**src/rtl/core/bgre_pkg.sv**
```systemverilog
package bgre_pkg;

	// Glyphs held in the character ROM.
	typedef enum logic [1:0] {
		GLYPH_E,
		GLYPH_H,
		GLYPH_L,
		GLYPH_O
	} glyph_t;

	// Character codes that select a glyph.
	localparam logic [7:0] CHAR_E = 8'h65;
	localparam logic [7:0] CHAR_H = 8'h68;
	localparam logic [7:0] CHAR_L = 8'h6C;
	localparam logic [7:0] CHAR_O = 8'h6F;

	// Configuration register indexes.
	localparam logic REG_PIXEL_SCALE = 1'b0;
	localparam logic REG_DRAW_COLOR  = 1'b1;

	localparam logic [7:0] PIXEL_SCALE_RESET = 8'd1;
	localparam logic [31:0] DRAW_COLOR_RESET = 32'd0;

	// Leftmost pixel of a glyph row.
	localparam logic [7:0] LEFT_BIT = 8'h80;

	// Row 0 is the top row; bit 7 of a row is its leftmost pixel.
	typedef logic [0:7][7:0] glyph_rom_t;

	localparam glyph_rom_t ROM_E = {8'h00, 8'h00, 8'h3C, 8'h66, 8'h7E, 8'h60, 8'h3C, 8'h00};
	localparam glyph_rom_t ROM_H = {8'h60, 8'h60, 8'h7C, 8'h66, 8'h66, 8'h66, 8'h66, 8'h00};
	localparam glyph_rom_t ROM_L = {8'h38, 8'h18, 8'h18, 8'h18, 8'h18, 8'h18, 8'h3C, 8'h00};
	localparam glyph_rom_t ROM_O = {8'h00, 8'h00, 8'h3C, 8'h66, 8'h66, 8'h66, 8'h3C, 8'h00};

	// Status of the queue between the front and back ends.
	typedef struct packed {
		logic full;
		logic empty;
	} q_status_t;

	function automatic logic [7:0] glyph_row(glyph_t g, logic [2:0] r);
		logic [7:0] bits;
		unique case (g)
			GLYPH_E: bits = ROM_E[r];
			GLYPH_H: bits = ROM_H[r];
			GLYPH_L: bits = ROM_L[r];
			GLYPH_O: bits = ROM_O[r];
			default: bits = '0;
		endcase
		return bits;
	endfunction

	// Topmost row with a lit pixel.
	function automatic logic [2:0] first_row(glyph_t g);
		logic [2:0] fr;
		logic found;
		fr = '0;
		found = 1'b0;
		for (int r = 0; r < 8; r++) begin
			if (!found && glyph_row(g, 3'(r)) != '0) begin
				fr = 3'(r);
				found = 1'b1;
			end
		end
		return fr;
	endfunction

	// Bottom row with a lit pixel.
	function automatic logic [2:0] last_row(glyph_t g);
		logic [2:0] lr;
		lr = '0;
		for (int r = 0; r < 8; r++) begin
			if (glyph_row(g, 3'(r)) != '0) begin
				lr = 3'(r);
			end
		end
		return lr;
	endfunction

	// Column of the leftmost lit pixel in a row.
	function automatic logic [2:0] lead_col(logic [7:0] bits);
		logic [2:0] col;
		col = '0;
		for (int i = 7; i >= 0; i--) begin
			if (bits[7 - i]) begin
				col = 3'(i);
			end
		end
		return col;
	endfunction

endpackage

```
**src/rtl/core/bgre_front.sv**
```systemverilog
module bgre_front #(
	parameter int CW = 16
) (
	input  logic                         clk,
	input  logic                         arst_n,
	input  logic                         in_valid,
	output logic                         in_stall,
	input  logic [7:0]                   char_code,
	input  logic                         string_start,
	input  logic signed [15:0]           start_x,
	input  logic signed [15:0]           row_y,
	input  logic [7:0]                   scale,
	input  bgre_pkg::q_status_t          q_stat,
	output logic                         q_push,
	output logic [2*CW+1:0]              q_wdata
);
	import bgre_pkg::*;

	logic [CW-1:0] cursor_q;
	logic [CW-1:0] x_base;
	logic          accept;
	logic          known;
	glyph_t        glyph;

	assign in_stall = q_stat.full;
	assign accept   = in_valid && !q_stat.full;
	assign x_base   = string_start ? start_x[CW-1:0] : cursor_q;

	always_comb begin
		known = 1'b1;
		glyph = GLYPH_E;
		unique case (char_code)
			CHAR_E: glyph = GLYPH_E;
			CHAR_H: glyph = GLYPH_H;
			CHAR_L: glyph = GLYPH_L;
			CHAR_O: glyph = GLYPH_O;
			default: known = 1'b0;
		endcase
	end

	// A zero scale draws nothing, so such characters never reach the back end.
	assign q_push  = accept && known && (scale != '0);
	assign q_wdata = {glyph, x_base, row_y[CW-1:0]};

	always_ff @(posedge clk or negedge arst_n) begin
		if (!arst_n) begin
			cursor_q <= '0;
		end else if (accept) begin
			cursor_q <= x_base + CW'({scale, 3'b000});
		end
	end

endmodule

```
**src/rtl/core/bgre_queue.sv**
```systemverilog
module bgre_queue #(
	parameter int WIDTH = 34,
	parameter int DEPTH = 2
) (
	input  logic                clk,
	input  logic                arst_n,
	input  logic                push,
	input  logic [WIDTH-1:0]    wdata,
	input  logic                pop,
	output logic [WIDTH-1:0]    rdata,
	output bgre_pkg::q_status_t stat
);
	import bgre_pkg::*;

	localparam int PW = (DEPTH > 1) ? $clog2(DEPTH) : 1;
	localparam int NW = $clog2(DEPTH + 1);

	logic [WIDTH-1:0] mem_q [DEPTH];
	logic [PW-1:0]    wr_ptr_q;
	logic [PW-1:0]    rd_ptr_q;
	logic [NW-1:0]    count_q;

	assign rdata      = mem_q[rd_ptr_q];
	assign stat.full  = (count_q == NW'(DEPTH));
	assign stat.empty = (count_q == '0);

	always_ff @(posedge clk) begin
		if (push) begin
			mem_q[wr_ptr_q] <= wdata;
		end
	end

	always_ff @(posedge clk or negedge arst_n) begin
		if (!arst_n) begin
			wr_ptr_q <= '0;
			rd_ptr_q <= '0;
			count_q  <= '0;
		end else begin
			if (push) begin
				wr_ptr_q <= (wr_ptr_q == PW'(DEPTH - 1)) ? '0 : wr_ptr_q + 1'b1;
			end
			if (pop) begin
				rd_ptr_q <= (rd_ptr_q == PW'(DEPTH - 1)) ? '0 : rd_ptr_q + 1'b1;
			end
			if (push && !pop) begin
				count_q <= count_q + 1'b1;
			end else if (pop && !push) begin
				count_q <= count_q - 1'b1;
			end
		end
	end

endmodule

```
**src/rtl/core/bgre_back.sv**
```systemverilog
module bgre_back #(
	parameter int CW = 16
) (
	input  logic                clk,
	input  logic                arst_n,
	input  logic [7:0]          scale,
	input  logic [31:0]         color,
	input  bgre_pkg::q_status_t q_stat,
	input  logic [2*CW+1:0]     q_rdata,
	output logic                q_pop,
	output logic                out_valid,
	input  logic                out_stall,
	output logic [15:0]         rect_x,
	output logic [15:0]         rect_y,
	output logic [7:0]          rect_size,
	output logic [31:0]         rect_color,
	output logic                last_of_char
);
	import bgre_pkg::*;

	logic          busy_q;
	logic          out_valid_q;
	glyph_t        glyph_q;
	logic [2:0]    row_q;
	logic [7:0]    bits_q;
	logic [CW-1:0] xb_q;
	logic [CW-1:0] yrow_q;

	glyph_t        ld_glyph;
	logic [2:0]    ld_row;
	logic [10:0]   ld_prod;
	logic          can_go;
	logic          emit;
	logic          last;
	logic          row_done;
	logic [2:0]    col;
	logic [7:0]    bits_nx;
	logic [10:0]   col_prod;

	assign ld_glyph = glyph_t'(q_rdata[2*CW+1 -: 2]);
	assign ld_row   = first_row(ld_glyph);
	assign ld_prod  = 11'(ld_row) * 11'(scale);
	assign q_pop    = !busy_q && !q_stat.empty;

	assign can_go   = !out_valid_q || !out_stall;
	assign col      = lead_col(bits_q);
	assign bits_nx  = bits_q & ~(LEFT_BIT >> col);
	assign col_prod = 11'(col) * 11'(scale);
	assign emit     = busy_q && can_go && (bits_q != '0);
	assign last     = (bits_nx == '0) && (row_q == last_row(glyph_q));
	// Move to the next row after its last lit pixel, or straight away on an empty row.
	assign row_done = busy_q && can_go && (bits_q == '0 || (bits_nx == '0 && !last));

	always_ff @(posedge clk or negedge arst_n) begin
		if (!arst_n) begin
			busy_q      <= 1'b0;
			out_valid_q <= 1'b0;
		end else begin
			if (q_pop) begin
				busy_q <= 1'b1;
			end else if (emit && last) begin
				busy_q <= 1'b0;
			end
			if (emit) begin
				out_valid_q <= 1'b1;
			end else if (!out_stall) begin
				out_valid_q <= 1'b0;
			end
		end
	end

	always_ff @(posedge clk) begin
		if (q_pop) begin
			glyph_q <= ld_glyph;
			row_q   <= ld_row;
			bits_q  <= glyph_row(ld_glyph, ld_row);
			xb_q    <= q_rdata[2*CW-1 -: CW];
			yrow_q  <= q_rdata[CW-1:0] + CW'(ld_prod);
		end else if (row_done) begin
			row_q  <= row_q + 1'b1;
			bits_q <= glyph_row(glyph_q, row_q + 1'b1);
			yrow_q <= yrow_q + CW'(scale);
		end else if (emit) begin
			bits_q <= bits_nx;
		end
		if (emit) begin
			rect_x       <= 16'(xb_q + CW'(col_prod));
			rect_y       <= 16'(yrow_q);
			rect_size    <= scale;
			rect_color   <= color;
			last_of_char <= last;
		end
	end

	assign out_valid = out_valid_q;

endmodule

```
**src/rtl/core/bitmap_glyph_rect_emitter.sv**
```systemverilog
// Bitmap glyph rectangle emitter. Each input request carries one character; the block keeps a
// horizontal cursor (reloaded from start_x when string_start is set) and, for the four glyphs in
// its 8x8 ROM ('e', 'h', 'l' and 'o'), sends one square rectangle per lit pixel, top row first
// and left to right, at cursor + column * pixel_scale and row_y + row * pixel_scale, with side
// pixel_scale and colour draw_color. last_of_char marks the final rectangle of a character.
// Unknown characters send nothing but still move the cursor by 8 * pixel_scale; a scale of zero
// sends nothing and leaves the cursor where it is. Coordinates wrap modulo 2^min(COORD_BITS, 16).
// Timing: the front end takes one character a cycle while its two-entry queue has room. The
// back end takes a character from the queue only once it has finished the last one, then
// sends one rectangle per lit pixel through the single rectangle output port, stepping over
// blank rows between lit rows and holding while out_stall is set. Unknown characters and a
// zero scale only pass through the front end and never reach the back end. Configuration is
// written through cfg_we, cfg_index and cfg_data while the block is idle; there is no
// clearing pass after reset.
module bitmap_glyph_rect_emitter #(
	parameter int COORD_BITS = 16
) (
	input  logic               clk,
	input  logic               arst_n,
	input  logic               cfg_we,
	input  logic               cfg_index,
	input  logic [31:0]        cfg_data,
	input  logic               in_valid,
	output logic               in_stall,
	input  logic [7:0]         char_code,
	input  logic               string_start,
	input  logic signed [15:0] start_x,
	input  logic signed [15:0] row_y,
	output logic               out_valid,
	input  logic               out_stall,
	output logic [15:0]        rect_x,
	output logic [15:0]        rect_y,
	output logic [7:0]         rect_size,
	output logic [31:0]        rect_color,
	output logic               last_of_char
);
	import bgre_pkg::*;

	// Outputs keep only their low 16 bits, so coordinates never need more than that.
	localparam int CW = (COORD_BITS < 16) ? COORD_BITS : 16;
	localparam int QW = 2 * CW + 2;

	logic [7:0]  pixel_scale_q;
	logic [31:0] draw_color_q;

	q_status_t   q_stat;
	logic        q_push;
	logic        q_pop;
	logic [QW-1:0] q_wdata;
	logic [QW-1:0] q_rdata;

	// Configuration registers. Writes must only happen while the block is idle; the block does
	// not enforce this itself. Given that, both ends read them directly.
	always_ff @(posedge clk or negedge arst_n) begin
		if (!arst_n) begin
			pixel_scale_q <= PIXEL_SCALE_RESET;
			draw_color_q  <= DRAW_COLOR_RESET;
		end else if (cfg_we) begin
			unique case (cfg_index)
				REG_PIXEL_SCALE: pixel_scale_q <= cfg_data[7:0];
				REG_DRAW_COLOR:  draw_color_q  <= cfg_data;
				default: ;
			endcase
		end
	end

	// The front end owns the cursor and decides which characters need drawing.
	bgre_front #(
		.CW(CW)
	) u_front (
		.clk          (clk),
		.arst_n       (arst_n),
		.in_valid     (in_valid),
		.in_stall     (in_stall),
		.char_code    (char_code),
		.string_start (string_start),
		.start_x      (start_x),
		.row_y        (row_y),
		.scale        (pixel_scale_q),
		.q_stat       (q_stat),
		.q_push       (q_push),
		.q_wdata      (q_wdata)
	);

	// Each queue entry holds a glyph with its resolved left x and top y.
	bgre_queue #(
		.WIDTH(QW),
		.DEPTH(2)
	) u_queue (
		.clk    (clk),
		.arst_n (arst_n),
		.push   (q_push),
		.wdata  (q_wdata),
		.pop    (q_pop),
		.rdata  (q_rdata),
		.stat   (q_stat)
	);

	// The back end walks the glyph rows and sends one rectangle per lit pixel.
	bgre_back #(
		.CW(CW)
	) u_back (
		.clk          (clk),
		.arst_n       (arst_n),
		.scale        (pixel_scale_q),
		.color        (draw_color_q),
		.q_stat       (q_stat),
		.q_rdata      (q_rdata),
		.q_pop        (q_pop),
		.out_valid    (out_valid),
		.out_stall    (out_stall),
		.rect_x       (rect_x),
		.rect_y       (rect_y),
		.rect_size    (rect_size),
		.rect_color   (rect_color),
		.last_of_char (last_of_char)
	);

`ifndef SYNTH
	a_no_push_when_full: assert property (@(posedge clk) disable iff (!arst_n)
		q_push |-> !q_stat.full)
		else $error("queue written while full");

	a_no_pop_when_empty: assert property (@(posedge clk) disable iff (!arst_n)
		q_pop |-> !q_stat.empty)
		else $error("queue read while empty");

	a_rect_size_nonzero: assert property (@(posedge clk) disable iff (!arst_n)
		out_valid |-> (rect_size != '0))
		else $error("rectangle sent with zero size");
`endif

endmodule

```
**config.mk**
```make
export PLATFORM = sky130hd
export DESIGN_NAME = bitmap_glyph_rect_emitter
export DESIGN_NICKNAME = d
export VERILOG_FILES = /design/src/rtl/core/bgre_pkg.sv /design/src/rtl/core/bgre_front.sv /design/src/rtl/core/bgre_queue.sv /design/src/rtl/core/bgre_back.sv /design/src/rtl/core/bitmap_glyph_rect_emitter.sv
export SDC_FILE = /design/constraint.sdc
export NUM_CORES = 1
export LEC_CHECK = 0
export BUFFER_PORTS_ARGS = -buffer_cell sky130_fd_sc_hd__buf_4
export CAP_MARGIN = 20
export CORE_MARGIN = 8
export CORE_UTILIZATION = 57
export CTS_CLUSTER_DIAMETER = 50
export DETAILED_ROUTE_END_ITERATION = 10
export PLACE_DENSITY_LB_ADDON = 0.1
export SYNTH_ARGS = -nofsm -noshare
export SYNTH_HDL_FRONTEND = slang
export SYNTH_HIERARCHICAL = 1
export SYNTH_SLANG_ARGS = --single-unit
```
**constraint.sdc**
```tcl
create_clock -name clk -period 10.3 [get_ports clk]
set_input_delay 2.06 -clock clk [delete_from_list [all_inputs] [get_ports clk]]
set_output_delay 2.06 -clock clk [all_outputs]
set_load 0.05 [all_outputs]
```
==> out/qor.yml <==
cp.required_ns: 10.57
hold_class: "register to register"
path_clk_slew_ns: 0.06
top_layer: "met4"
max_freq_ghz: 0.188
cts_tree: "done"
core_area_mm2: 0.0224
clockBufferDepth: 3
synth-edff-count: 186
fin_skew_ns: 0.0105
postCtsSetupRepairBufs: 0
syn_to_final_growth_pct: 17.6
place_area_mm2: 0.0141
ios: 154
status: "finished, final reports clean"
syn_area_mm2: 0.0129
synth.mux.area_fraction_pct: 9.63
period_minus_slack_ns: 5.33
ctsHtreeMaxLevel: 1
rows: 55
critical_path.startpoint: "u_queue/rd_ptr_q"
nets: 1319
fill_cells: 1650
synth.distinct_cells: 70
netlist_instances: 1007
critPathMaxFanout: 35
endpoint: "u_back/yrow_q[15]"
wl_met1_um: 12500
critical_path_class: "register to register"
place.gp.congestion: 0.833
die_w_um: 166
synth_compound_area_share_pct: 7.55
dr_wl_met3_um: 1200
cts-hold-fix-buffers: 0
crit_path_end_kind: "register"
wire_per_inst_um: 17.5
worstPathArrival_ns: 5.59
setup_tns_ns: 0
initial_core_util_pct: 57.5
synth_top_family_by_area: "simple AND/OR/NAND/NOR gates"
slew_headroom_pct: 28.8
ctsResizeCount: 0
fp.dieH_um: 166
seq_area_frac_synth_pct: 55.5
place_hpwl_um: 18300
synthXorXnorAreaFrac_pct: 3.06
grt_remaining_overflow: 0
vias: 7904
routed_wl_um: 25700
wl_met2_um: 11600
crit_path_start_kind: "register"
report.final.hold_viol_count: 0
worstMarginPinSlew_ns: 1.07
postSynthNetCount: 1169
cts_root_buf: "clkbuf_16"
maxCapViolations: 0
syn_area_per_cell_um2: 12.8
ant_nets: 0
r2r-start: "u_queue/rd_ptr_q"
fin_crit_sh_pct: 51.7
grt_max_degree: 76
ys.flop_type: "edfxtp_1"
rsz0062_at_grt: "false"
grt_pass1_wl_um: 41700
setup_viol: 0
ys_ff_latch: 248
r2r_slack_ns: 4.97
reg2regPathDepth: 16
grt_pass1_vias: 7878
numCtsBuffers: 29
leakage_nw: 6.38
clock_latency_ns: 0.55
drive_gt1_share_pct: 26.4
antenna_found_initial: 0
route.detailed.drc: 0
powerDensity_mw_per_mm2: 247
drt_iter0_drc: 511
dieArea_mm2: 0.0276
track_usage_pct: 18.3
synthArstFlopShare_pct: 25.0
ir_worst_vdd_v: 0.000172
port_buffers: 153
final_area_mm2: 0.0151
synthSimpleGateAreaFrac_pct: 9.72
synthAdderAreaFrac_pct: 9.53
dr.pass1.iters: 4
antennaDiodeCount: 0
total_power_mw: 3.74
r2r-end: "u_back/yrow_q[15]"
clock_sinks: 248
viasPerCell: 5.40
yosys_warnings: 6
drv_slew: 0
==> metrics by stage <==
| step | std cells | utilization, % | hold slack, ns | setup slack (ns) |
|---|---|---|---|---|
| 6_report | 1465 | 67.6 | 0.437 | 4.97 |
| 5_1_grt | 1465 | 67.6 | 0.442 | 4.58 |
| 4_1_cts | 1465 | 67.6 | 0.439 | 4.98 |
| 3_5_place_dp | 1411 | 63.2 | 0.425 | 5.01 |
| 3_3_place_gp | 1411 | 63.2 | 0.421 | 5.17 |
| 2_1_floorplan | 1007 | - | 0.419 | 4.24 |
==> critical path, stage by stage (launching register included) <==
cell      delay, ns
dfrtp_2        1.07
mux2_4         0.37
ha_1           0.45
inv_1          0.11
ha_1           0.32
and2_1         0.21
ha_1           0.29
inv_1          0.05
fa_1           0.49
inv_1          0.07
fa_1           0.47
a211oi_1       0.34
o21ai_0        0.17
a21oi_1        0.28
mux2i_1        0.11
a21oi_1        0.16
a21oi_1        0.06
==> cell families after synthesis <==
family                     Yosys count
and+or+nand+nor                    248
xor gates and xnor gates            45
buffers and inverters              133
adders and majority gates           83
muxes                              101
other                                1
DFF                                248
AOI/OAI and AO/OA                  148
==> Yosys cell counts (3+ instances only) <==
master	instances	area, µm²
nand4_1	7	43.8
and2_1	34	213
nor2b_1	11	68.8
nand2_1	71	267
o21bai_1	5	37.5
fa_1	25	500
xor2_1	14	123
o211ai_1	7	52.6
a2bb2oi_1	3	26.3
clkbuf_1	10	37.5
buf_4	22	165
mux2i_1	12	120
ha_1	58	726
nor3_1	9	45.0
a21o_1	11	82.6
xnor2_1	31	272
a21oi_1	42	210
dfrtp_1	61	1530
nor4_1	6	37.5
a31oi_1	6	37.5
buf_12	3	60.1
or2_2	5	31.3
mux2_2	58	653
o21ai_0	34	170
inv_1	93	349
mux2_4	31	465
o21a_1	4	30.0
a211oi_1	9	67.6
or3_1	7	43.8
a211o_1	3	26.3
edfxtp_1	186	5590
nand2b_1	4	25.0
nand3b_1	3	22.5
and3_1	6	37.5
nor2_1	48	180
nand3_1	22	110
nor3b_1	5	37.5
==> cell usage in the layout (no fill, tap or decap), types with 42 or more instances in the layout <==
cell type / count
mux2_2: 58
edfxtp_1: 186
ha_1: 58
inv_1: 93
dfrtp_1: 60
buf_4: 159
a21oi_1: 42
nor2_1: 48
nand2_1: 71
==> layer usage <==
layer | vias up | track usage (%)
met4 | 0 | 4.03
met5 | - | 0
li1 | 3886 | -
met1 | 3795 | 25.9
met3 | 40 | 3.16
met2 | 183 | 29.1
==> final cells by class <==
type / instances / area, µm² / share of cell area [%]
sequential: 248 / 7140 / 47.2
inverter: 93 / 349 / 2.31
clock inverter: 14 / 184 / 1.22
multi-input combinational: 626 / 5090 / 33.7
clock buffer: 40 / 807 / 5.34
timing repair buffer: 159 / 1190 / 7.89
tap: 285 / 357 / 2.36
==> state kept, by name, indices dropped and copies added (netlist names), 2 cells and up <==
name               cells
u_back/glyph_q         2
u_back/xb_q           16
u_back/rect_x         16
pixel_scale_q          8
u_back/rect_y         16
u_back/bits_q          8
u_queue/mem_q         68
draw_color_q          32
u_back/row_q           3
u_back/rect_color     32
u_queue/count_q        2
u_back/rect_size       8
u_front/cursor_q      16
u_back/yrow_q         16
==> where the power goes <==
part | internal [mW] | switching (mW)
logic | 0.534 | 0.780
registers | 1.27 | 0.124
clock network | 0.630 | 0.400
==> how the worst min path moves through the flow <==
stage,start,depth (start not counted),to
global placement,draw_color_q[20],0,u_back/rect_color[20]
CTS,draw_color_q[19],0,u_back/rect_color[19]
floorplan,draw_color_q[0],0,u_back/rect_color[0]
detailed placement,draw_color_q[8],0,u_back/rect_color[8]
global route,draw_color_q[19],0,u_back/rect_color[19]
finish,draw_color_q[19],0,u_back/rect_color[19]
(Power assumes the default switching activity.)
